[src/hw/rtl/ipv4_dotted_address_parser_macros.svh]
// Assertion macros for the IPv4 dotted address parser.
// Used by files that check internal logic; expects clk and arst_n in scope.
`ifndef IPV4_DOTTED_ADDRESS_PARSER_MACROS_SVH
`define IPV4_DOTTED_ADDRESS_PARSER_MACROS_SVH

// Consequence checked in the same cycle as the antecedent.
`define IPV4P_ASSERT_SAME(label, ante, cons) \
	label: assert property (@(posedge clk) disable iff (!arst_n) (ante) |-> (cons)) \
		else $error("ipv4 parser check failed");

// Consequence checked in the cycle after the antecedent.
`define IPV4P_ASSERT_NEXT(label, ante, cons) \
	label: assert property (@(posedge clk) disable iff (!arst_n) (ante) |=> (cons)) \
		else $error("ipv4 parser check failed");

`endif

[src/hw/rtl/ipv4p_pkg.sv]
// Shared types and phase codes for the IPv4 dotted address parser.
// No dependencies.
package ipv4p_pkg;

	localparam logic [2:0] PH_START = 3'd0; // start of a part
	localparam logic [2:0] PH_ZERO  = 3'd1; // leading zero seen
	localparam logic [2:0] PH_ZEROX = 3'd2; // "0x" seen, no hex digit yet
	localparam logic [2:0] PH_DEC   = 3'd3;
	localparam logic [2:0] PH_OCT   = 3'd4;
	localparam logic [2:0] PH_HEX   = 3'd5;
	localparam logic [2:0] PH_STOP  = 3'd6; // rest of string ignored
	localparam logic [2:0] PH_FAIL  = 3'd7;

	localparam logic [7:0] CH_NUL = 8'h00;
	localparam logic [7:0] CH_DOT = 8'h2E;

	typedef struct packed {
		logic [31:0] first_part;
		logic [31:0] second_part;
		logic [31:0] third_part;
		logic [31:0] running_value;
		logic [1:0]  part_count;
		logic [2:0]  parse_phase;
	} parse_state_t;

	// idle parser: no parts, waiting for the first character of a part
	localparam parse_state_t PARSE_RESET = '{
		first_part:    32'd0,
		second_part:   32'd0,
		third_part:    32'd0,
		running_value: 32'd0,
		part_count:    2'd0,
		parse_phase:   PH_START
	};

endpackage

[src/hw/rtl/ipv4p_step.sv]
// Next-state logic for one non-terminator character.
// Depends on ipv4p_pkg.
module ipv4p_step (
	input  logic [7:0]              ch,
	input  ipv4p_pkg::parse_state_t cur,
	output ipv4p_pkg::parse_state_t nxt
);

	logic        is_num;
	logic        is_oct;
	logic        is_hex;
	logic [3:0]  digit;
	logic [35:0] prod;
	logic [35:0] sum;
	logic [31:0] acc;
	ipv4p_pkg::parse_state_t ended;

	assign is_num = (ch >= 8'h30) && (ch <= 8'h39);
	assign is_oct = (ch >= 8'h30) && (ch <= 8'h37);
	assign is_hex = is_num || ((ch >= 8'h41) && (ch <= 8'h46)) ||
		((ch >= 8'h61) && (ch <= 8'h66));
	// letters a-f / A-F share low nibble 1..6
	assign digit = is_num ? ch[3:0] : (ch[3:0] + 4'd9);

	// constant-base multiply as shifts and adds
	always_comb begin
		if (cur.parse_phase == ipv4p_pkg::PH_DEC) begin
			prod = {1'b0, cur.running_value, 3'b000} + {3'b000, cur.running_value, 1'b0};
		end else if (cur.parse_phase == ipv4p_pkg::PH_ZERO ||
				cur.parse_phase == ipv4p_pkg::PH_OCT) begin
			prod = {1'b0, cur.running_value, 3'b000};
		end else begin
			prod = {cur.running_value, 4'b0000};
		end
	end

	assign sum = prod + {32'd0, digit};
	assign acc = (|sum[35:32]) ? 32'hFFFF_FFFF : sum[31:0];

	// part ended at a non-digit character
	always_comb begin
		ended = cur;
		if (ch != ipv4p_pkg::CH_DOT || cur.part_count == 2'd3) begin
			ended.parse_phase = ipv4p_pkg::PH_STOP;
		end else begin
			unique case (cur.part_count)
				2'd0: ended.first_part = cur.running_value;
				2'd1: ended.second_part = cur.running_value;
				default: ended.third_part = cur.running_value;
			endcase
			ended.part_count = cur.part_count + 2'd1;
			ended.running_value = 32'd0;
			ended.parse_phase = ipv4p_pkg::PH_START;
		end
	end

	always_comb begin
		nxt = cur;
		unique case (cur.parse_phase)
			ipv4p_pkg::PH_START: begin
				if (ch == 8'h30) begin
					nxt.running_value = 32'd0;
					nxt.parse_phase = ipv4p_pkg::PH_ZERO;
				end else if (is_num) begin
					nxt.running_value = {28'd0, ch[3:0]};
					nxt.parse_phase = ipv4p_pkg::PH_DEC;
				end else begin
					nxt.parse_phase = ipv4p_pkg::PH_FAIL;
				end
			end
			ipv4p_pkg::PH_ZERO: begin
				if (is_oct) begin
					nxt.running_value = acc;
					nxt.parse_phase = ipv4p_pkg::PH_OCT;
				end else if (ch == 8'h78 || ch == 8'h58) begin
					nxt.parse_phase = ipv4p_pkg::PH_ZEROX;
				end else begin
					nxt = ended;
				end
			end
			ipv4p_pkg::PH_ZEROX: begin
				if (is_hex) begin
					nxt.running_value = acc;
					nxt.parse_phase = ipv4p_pkg::PH_HEX;
				end else begin
					nxt.parse_phase = ipv4p_pkg::PH_STOP;
				end
			end
			ipv4p_pkg::PH_DEC: begin
				if (is_num) nxt.running_value = acc;
				else nxt = ended;
			end
			ipv4p_pkg::PH_OCT: begin
				if (is_oct) nxt.running_value = acc;
				else nxt = ended;
			end
			ipv4p_pkg::PH_HEX: begin
				if (is_hex) nxt.running_value = acc;
				else nxt = ended;
			end
			ipv4p_pkg::PH_STOP, ipv4p_pkg::PH_FAIL: begin
				nxt = cur;
			end
		endcase
	end

endmodule

[src/hw/rtl/ipv4p_assemble.sv]
// Final address assembly and range check at the terminator.
// Depends on ipv4p_pkg.
module ipv4p_assemble (
	input  ipv4p_pkg::parse_state_t cur,
	output logic                    ok,
	output logic [31:0]             addr
);

	logic        in_range;
	logic [31:0] merged;

	always_comb begin
		unique case (cur.part_count)
			2'd0: begin
				in_range = 1'b1;
				merged = cur.running_value;
			end
			2'd1: begin
				in_range = (cur.running_value <= 32'h00FF_FFFF);
				merged = cur.running_value | {cur.first_part[7:0], 24'd0};
			end
			2'd2: begin
				in_range = (cur.running_value <= 32'h0000_FFFF);
				merged = cur.running_value | {cur.first_part[7:0], 24'd0} |
					{cur.second_part[15:0], 16'd0};
			end
			default: begin
				in_range = (cur.running_value <= 32'h0000_00FF);
				merged = cur.running_value | {cur.first_part[7:0], 24'd0} |
					{cur.second_part[15:0], 16'd0} | {cur.third_part[23:0], 8'd0};
			end
		endcase
	end

	assign ok = in_range && cur.parse_phase != ipv4p_pkg::PH_START &&
		cur.parse_phase != ipv4p_pkg::PH_FAIL;
	assign addr = ok ? merged : 32'd0;

endmodule

[src/hw/rtl/ipv4_dotted_address_parser.sv]
// IPv4 dotted address parser (classic BSD address-text style). Text enters
// one character per item; a NUL character ends the string and yields exactly
// one result item: parsed_ok and the host-order address (0 on failure). Other
// characters yield no result. Parts may be decimal, octal (leading 0) or hex
// (0x/0X), saturate at 0xFFFFFFFF, and are assembled as a, a.b, a.b.c or
// a.b.c.d with a range check on the last part only. Throughput is one
// character per cycle: the character is registered, then one pass of
// next-state logic (a shift-add multiply by 8, 10 or 16 on the running
// value) updates the parse state. A result is loaded into the output
// register when its terminator is processed; the output register lets the
// next string's characters keep flowing while a result waits, and only a
// terminator meeting a full, stalled output register holds the input.
// Depends on ipv4p_pkg, ipv4p_step, ipv4p_assemble and the macros header.
`include "ipv4_dotted_address_parser_macros.svh"

module ipv4_dotted_address_parser (
	input  logic        clk,
	input  logic        arst_n,
	input  logic        char_valid,
	output logic        char_stall,
	input  logic [7:0]  character,
	output logic        result_valid,
	input  logic        result_stall,
	output logic        parsed_ok,
	output logic [31:0] address
);

	// input register
	logic       valid_s1;
	logic [7:0] char_s1;

	// parse state
	ipv4p_pkg::parse_state_t state_q;
	ipv4p_pkg::parse_state_t state_nxt;

	// result register
	logic        res_valid_q;
	logic        res_ok_q;
	logic [31:0] res_addr_q;

	logic        is_term;
	logic        out_free;
	logic        proc;
	logic        asm_ok;
	logic [31:0] asm_addr;

	assign is_term  = (char_s1 == ipv4p_pkg::CH_NUL);
	assign out_free = !res_valid_q || !result_stall;
	// plain characters never need the output; a terminator needs a free slot
	assign proc       = valid_s1 && (!is_term || out_free);
	assign char_stall = valid_s1 && !proc;

	ipv4p_step u_step (
		.ch  (char_s1),
		.cur (state_q),
		.nxt (state_nxt)
	);

	ipv4p_assemble u_assemble (
		.cur  (state_q),
		.ok   (asm_ok),
		.addr (asm_addr)
	);

	always_ff @(posedge clk or negedge arst_n) begin
		if (!arst_n) begin
			valid_s1 <= 1'b0;
		end else if (!char_stall) begin
			valid_s1 <= char_valid;
		end
	end

	always_ff @(posedge clk) begin
		if (char_valid && !char_stall) begin
			char_s1 <= character;
		end
	end

	always_ff @(posedge clk or negedge arst_n) begin
		if (!arst_n) begin
			state_q <= ipv4p_pkg::PARSE_RESET;
		end else if (proc) begin
			if (is_term) begin
				// string done: back to the reset state for the next one
				state_q <= ipv4p_pkg::PARSE_RESET;
			end else begin
				state_q <= state_nxt;
			end
		end
	end

	always_ff @(posedge clk or negedge arst_n) begin
		if (!arst_n) begin
			res_valid_q <= 1'b0;
		end else if (proc && is_term) begin
			res_valid_q <= 1'b1;
		end else if (!result_stall) begin
			res_valid_q <= 1'b0;
		end
	end

	always_ff @(posedge clk) begin
		if (proc && is_term) begin
			res_ok_q   <= asm_ok;
			res_addr_q <= asm_addr;
		end
	end

	assign result_valid = res_valid_q;
	assign parsed_ok    = res_ok_q;
	assign address      = res_addr_q;

	// a failed parse always reports a zero address
	`IPV4P_ASSERT_SAME(a_fail_zero_addr, res_valid_q && !res_ok_q, res_addr_q == 32'd0)
	// the terminator leaves the parser in its reset state
	`IPV4P_ASSERT_NEXT(a_term_resets, proc && is_term,
		state_q.parse_phase == ipv4p_pkg::PH_START && state_q.part_count == 2'd0)
	// input is held only because of a waiting result
	`IPV4P_ASSERT_SAME(a_stall_cause, char_stall, res_valid_q && result_stall && is_term)
	// a fresh part always starts from zero
	`IPV4P_ASSERT_SAME(a_start_clear, state_q.parse_phase == ipv4p_pkg::PH_START,
		state_q.running_value == 32'd0)

endmodule
[config.mk]
export PLATFORM = sky130hd
export DESIGN_NAME = ipv4_dotted_address_parser
export DESIGN_NICKNAME = d
export VERILOG_FILES = /design/src/hw/rtl/ipv4p_pkg.sv /design/src/hw/rtl/ipv4p_step.sv /design/src/hw/rtl/ipv4p_assemble.sv /design/src/hw/rtl/ipv4_dotted_address_parser.sv
export VERILOG_INCLUDE_DIRS = /design/src /design/src/hw/rtl
export SDC_FILE = /design/constraint.sdc
export NUM_CORES = 1
export LEC_CHECK = 0
export ABC_AREA = 1
export BUFFER_PORTS_ARGS = -buffer_cell sky130_fd_sc_hd__buf_4
export CAP_MARGIN = 10
export CORE_ASPECT_RATIO = 1.1
export CORE_MARGIN = 5
export CORE_UTILIZATION = 40
export DETAILED_ROUTE_END_ITERATION = 10
export GPL_ROUTABILITY_DRIVEN = 0
export PLACE_DENSITY_LB_ADDON = 0.12
export SYNTH_ARGS = -nofsm -noshare
export SYNTH_HDL_FRONTEND = slang
export SYNTH_SLANG_ARGS = --single-unit
export TNS_END_PERCENT = 5
[constraint.sdc]
create_clock -name clk -period 4.4 [get_ports clk]
set_clock_uncertainty 0.2 [all_clocks]
set_input_delay 0.44 -clock clk [delete_from_list [all_inputs] [get_ports clk]]
set_output_delay 0.44 -clock clk [all_outputs]
set_load 0.01 [all_outputs]
==> After elaboration in Yosys (flattened, before gate mapping) <==
Index checks and enable logic that the tools add are counted.
{ "op_classes": {"n_eq_ne": 25, "n_addsub": 4, "n_mux": 39, "n_lt_le_gt_ge": 10, "bitwise": 3, "reduce_logical": 33} }
{ "op_table": {"columns": ["operator", "count"], "rows": [
  ["$mux W96", 4],
  ["$pmux W96 S4", 1],
  ["$mux W32", 11],
  ["$mux W130", 2],
  ["$pmux W32 S6", 1],
  ["$mux W133", 1],
  ["$or A32 B32 Y32", 3],
  ["$pmux W32 S3", 1],
  ["$mux W36", 2],
  ["$add A35 B33 Y36", 1],
  ["$add A36 B4 Y36", 1],
  ["$le A32 B16 Y1 const B", 1],
  ["$le A32 B24 Y1 const B", 1],
  ["$le A32 B8 Y1 const B", 1],
  ["$ne A3 B3 Y1 const B", 6],
  ["$pmux W3 S6", 1],
  ["$eq A8 B7 Y1 const B", 2],
  ["$ge A8 B7 Y1 const B", 2],
  ["$le A8 B6 Y1 const B", 2],
  ["$le A8 B7 Y1 const B", 2],
  ["$mux W3", 5],
  ["$mux W5", 3],
  ["$eq A3 B3 Y1 const B", 4],
  ["$logic_and A1 B1 Y1", 10],
  ["other kinds (30)", 46]
]} }
{ "totals": {"in_bits": 12, "output_inout_bits": 35, "regBits": 176, "wordCells": 125} }

==> Logic depth before layout (Yosys ltp) <==
{ "logic_depth": {"depth_word": 10, "depth_mapped": 30, "depth_no_buf": 29} }

==> Cells and area by module <==
A second synthesis with hierarchy kept.
{ "unflattened": {"cells_unflattened": 2618, "area_unflattened_um2": 16066.7} }
{ "by_module_without_submodules": {"columns": ["mod", "seq_area_each_um2", "cells_per_inst", "area_each_um2", "n_inst"], "rows": [
  ["ipv4p_step", 0.0, 1831, 8647.0, 1],
  ["ipv4_dotted_address_parser", 4609.4, 624, 6388.6, 1],
  ["ipv4p_assemble", 0.0, 163, 1031.0, 1]
]} }

==> Worst setup path before layout <==
Ideal clock, no wire load.
{ "synth_timing": {"path_kind": "register to register", "from": "reg char_s1[0]", "to": "reg state_q[8] in the netlist's numbering", "slack_ns": 0.435, "setup_ns": 0.117, "t_required_ns": 4.083, "synth_period_minus_slack_ns": 3.965, "stages_incl_launch_ff": 30, "arrival_ns": 3.648, "path_cell_list": "edfxtp_1 -> inv_1 -> ha_1 -> o21ai_0 -> o21ai_0 -> nand2_1 -> inv_1 -> a31oi_1 -> xor2_1 -> ha_1 -> nand3_1 -> nand3_1 -> nand3_1 -> nor2_1 -> nand2_1 -> nor2_4 -> nand3_2 -> nor2_4 -> nand3_2 -> nor2_2 -> nand3_1 -> nand2_1 -> nand2_2 -> nor2_4 -> buf_6 -> nand2_2 -> nand2_1 -> nand2_1 -> nand2_1 -> nand2_1"} }
{ "synth_between": {"elab_chain_cells": 9, "word_cells_on_any_way": 43} }
{ "synth_lines": {"columns": ["element", "line_no", "source"], "rows": [
  ["start, declared", "ipv4_dotted_address_parser.sv:30", "logic [7:0] char_s1;"],
  ["start signal, assigned", "ipv4_dotted_address_parser.sv:75", "char_s1 <= character;"],
  ["$ge A8 B6 Y1 or $le A8 B6 Y1 (tied branches)", "ipv4p_step.sv:18, ipv4p_step.sv:19", null],
  ["$logic_and A1 B1 Y1", "ipv4p_step.sv:18", "assign is_num = (ch >= 8'h30) && (ch <= 8'h39);"],
  ["$mux W4", "ipv4p_step.sv:23", "assign digit = is_num ? ch[3:0] : (ch[3:0] + 4'd9);"],
  ["$add A36 B4 Y36", "ipv4p_step.sv:37", "assign sum = prod + {32'd0, digit};"],
  ["$reduce_or A4 Y1", "ipv4p_step.sv:38", "assign acc = (|sum[35:32]) ? 32'hFFFF_FFFF : sum[31:0];"],
  ["$mux W32", "ipv4p_step.sv:38", null],
  ["$mux W32, on equally long branches", null, null],
  ["$pmux W32 S6", "ipv4p_step.sv:59", "unique case (cur.parse_phase)"],
  ["$mux W133", "ipv4_dotted_address_parser.sv:83", "if (is_term) begin"],
  ["end signal, assigned", "ipv4_dotted_address_parser.sv:81", "state_q <= ipv4p_pkg::PARSE_RESET;"],
  ["end signal, assigned", "ipv4_dotted_address_parser.sv:85", "state_q <= ipv4p_pkg::PARSE_RESET;"],
  ["end signal, assigned", "ipv4_dotted_address_parser.sv:87", "state_q <= state_nxt;"],
  ["end, declared", "ipv4_dotted_address_parser.sv:33", "ipv4p_pkg::parse_state_t state_q;"]
]} }
Several ways; a longest one is shown, not always the timed one. The select of a mux whose other input is x is not followed.
A chain may end at the register's enable or synchronous reset.

==> Worst setup path in the final report <==
{ "layout_timing": {"from": "reg char_s1[1]", "to": "reg state_q[15] in the netlist's numbering"} }
The elaborated chain is that of the path after synthesis.

==> impl_metrics.yaml <==
outcome:
  status: "complete, no violations"
place:
  dp_hpwl_um: 25800
  io_buffers: 46
  place_inst: 2082
cells_and_area:
  diodes: 0
  final_nets: 1827
  drive_gt1_frac: 0.1361
  syn2layout_area_growth_pct: 18.31
  fin_cells: 2142
  fillCellCount: 2803
sta:
  tightest_slew_ps: 1095
  max_freq_ghz: 0.2413
  hold_viol: 0
  slew_headroom: 0.2694
  slew_violations: 0
  period_share: 0.9418
  finalSetupViolations: 0
  timing.hold.ws_ps: 30.71
  min_period_ps: 4144
worst_setup_path:
  critPathTopFamily: "simple AND/OR/NAND/NOR gates"
  cp_slowest_cell: "edfxtp_1"
  arrival_ps: 4260
  critPathKind: "flip-flop to flip-flop"
  cp_num_buf_inv: 5
  critical_path.startpoint: "char_s1[1]$_DFFE_PP_"
  cp.required_ps: 4510
  start_kind: "flip-flop"
  critical_path.max_stage_delay_ps: 390
  rr_startpoint: "char_s1[1]$_DFFE_PP_"
  worst_path_most_repeated_cell: "nand3_2"
  crit_path_end_kind: "flip-flop"
  critPathMaxFanout: 7
drt:
  wire_per_inst_um: 16.34
  vias_per_cell: 5.096
  drc: 0
  firstDrtPassIters: 6
  dr_total_vias: 10916
  antenna_left: 0
  wirelength_um: 35000
  drtIter0Drc: 750
global_route:
  grt_max_degree: 62
  grt_pass1_vias: 10247
  antenna_found_initial: 0
  grt_pass1_wl_um: 54610
  gr-total-overflow: 0
  grt_usage: 0.2241
logic_synthesis:
  syn-num-nets: 1743
  yosysWarnings: 0
  synth.avg_cell_area_um2: 6.392
  synthesis.area_um2: 10790
  ys_types: 46
  yosysSeqAreaShare: 0.3159
  synth-edff-count: 41
  ys_seq_elements: 128
  netlist.top_cell.by_area: "dfrtp_1"
  synth_top_area_frac: 0.2018
  synth_flop_cell: "dfrtp_1"
  postSynthCellCount: 1688
  async_reset_ff_frac: 0.6797
  yosys-top-cells-area: "dfrtp_1 20%, nand2_1 20%, edfxtp_1 11%, inv_1 8.9%, nand3_1 6.8%"
floorplanning:
  core_area_um2: 26800
  dieWidth_um: 166.6
  fp-row-count: 63
  die_h_um: 182.3
  start_util: 0.4026
  dieArea_um2: 30360
  pin_count: 47
clocking:
  cts-root-buf: "clkbuf_16"
  cts_buffers: 17
  cts_buffer_depth: 2
  clk_pin_slew_worst_paths_ps: 60
  clock_latency_ps: 430
  cts_tree: "yes"
  cts_max_level: 4
  clkSinkCount: 128
hold_path:
  hold_class: "input port to flip-flop"
  hold_start: "result_stall"
power:
  power_leakage_nw: 6.442
  powerDensity_nw_per_um2: 631.4
  peakVddDrop_v: 0.0004681
run:
  maxCapViolCount: 0
-- final timing paths --
check	to	slack (ps)	cells past startpoint
worst max-delay path	state_q[15]$_DFFE_PN0P_	260	30
worst min-delay path	result_valid$_DFFE_PN0P_	30	3
worst max register to register	state_q[15]$_DFFE_PN0P_	260	30
worst min register to register	state_q[45]$_DFFE_PN0P_	310	1
max in group asynchronous	state_q[103]$_DFFE_PN0P_	2610	3
min in group asynchronous	state_q[84]$_DFFE_PN0P_	470	2
-- state kept, by name (all words and copies together), names as in the netlist --
signal	cells
state_q	85
address	32
char_s1	8
parsed_ok	1
result_valid	1
valid_s1	1
-- cell usage after synthesis (all sizes together) (2+ instances only) --
cell,instances
nor3,19
fa,2
nand3b,2
o22ai,3
a31oi,7
edfxtp,41
dfrtp,87
o211ai,12
a22oi,5
a21oi,58
nand4,22
xnor2,10
and2,2
or3,4
nor2,172
a211oi,7
ha,41
mux2,16
nor4,4
inv,262
xor2,19
nand3,153
o21bai,3
clkbuf,34
nand2,602
o21ai,73
o31ai,2
buf,19
-- power by group --
part	internal, W	switching, W
Sequential	0.00148	0.000239
Combinational	0.00171	0.00315
Clock	0.000961	0.000524
-- stage by stage --
stage | cell area (µm²) | TNS, ps | power (W) | setup WS [ps] | util
after floorplan | 10790 | 0 | 0.004915 | 435.3 | -
after global placement | 11700 | 0 | 0.006097 | 165.2 | 0.4364
after detailed placement | 11700 | -8.292 | 0.006135 | -6.875 | 0.4364
after CTS | 12470 | 0 | 0.007805 | 7.552 | 0.4653
after global routing | 12770 | -305.2 | 0.008698 | -55.23 | 0.4763
final | 12770 | 0 | 0.008061 | 256.0 | 0.4763
-- final cells by class --
class	count	area, µm²	area share
multi-input combinational	1245	6326	0.4955
sequential	128	3411	0.2672
timing repair buffer	118	983.4	0.07704
inverter	262	983.4	0.07704
clock buffer	22	454.2	0.03558
tap	357	446.7	0.03499
clock inverter	10	161.4	0.01264
-- worst min-delay path: cells and delay by family --
family / cells / cell delay [ps]
buffers and inverters: 1 / 80
AND/OR/NAND/NOR: 2 / 100
-- cells by family (layout without fill, tap and decap cells) --
logic type,Yosys count,after routing,synth area share
multiplexers,16,16,0.01670
AND/OR/NAND/NOR,982,982,0.3861
buffers and inverters,315,412,0.1155
XOR/XNOR,29,29,0.02354
adder cells (fa/ha/maj),43,43,0.05125
AO/OA/AOI/OAI,175,175,0.09103
flip-flops,128,128,0.3159
-- layout by cell type, fill, tap and decap left out, types with 3 or more instances in the layout --
cell	synthesis	routed
a211oi_1	7	7
a21oi_1	57	55
a21oi_2	1	3
a22oi_1	5	5
a31oi_1	7	7
buf_4	1	103
bufinv_16	0	4
clkbuf_1	34	4
clkbuf_16	0	19
clkinvlp_4	0	3
dfrtp_1	87	85
dlygate4sd3_1	0	9
edfxtp_1	41	41
ha_1	41	37
ha_2	0	3
inv_1	257	253
inv_2	5	9
mux2_2	16	16
nand2_1	573	566
nand2_2	28	35
nand3_1	146	139
nand3_2	5	10
nand3_4	2	4
nand4_1	22	22
nor2_1	164	156
nor2_2	3	3
nor2_4	5	13
nor3_1	19	18
nor4_1	4	4
o211ai_1	12	12
o21ai_0	71	68
o21ai_1	2	4
o21bai_1	3	3
o22ai_1	3	3
or3_1	4	4
xnor2_1	10	10
xor2_1	19	19
-- metal layers --
metal  GRT usage  wire length [µm]
met1      0.2939             15590
met2      0.3878             16840
met3     0.02188              1524
met4     0.07823              1047
met5           0                 0
-- what timing repair did --
item | CTS | global route
setup endpoints to repair | 26 | 32
pin swaps | 2 | 22
hold buffers | 9 | 0
gates resized for setup | 4 | 47
cloned | 1 | 2
hold endpoints to repair | 68 | 0
buffers inserted | 3 | 13
(Power assumes the default switching activity.)
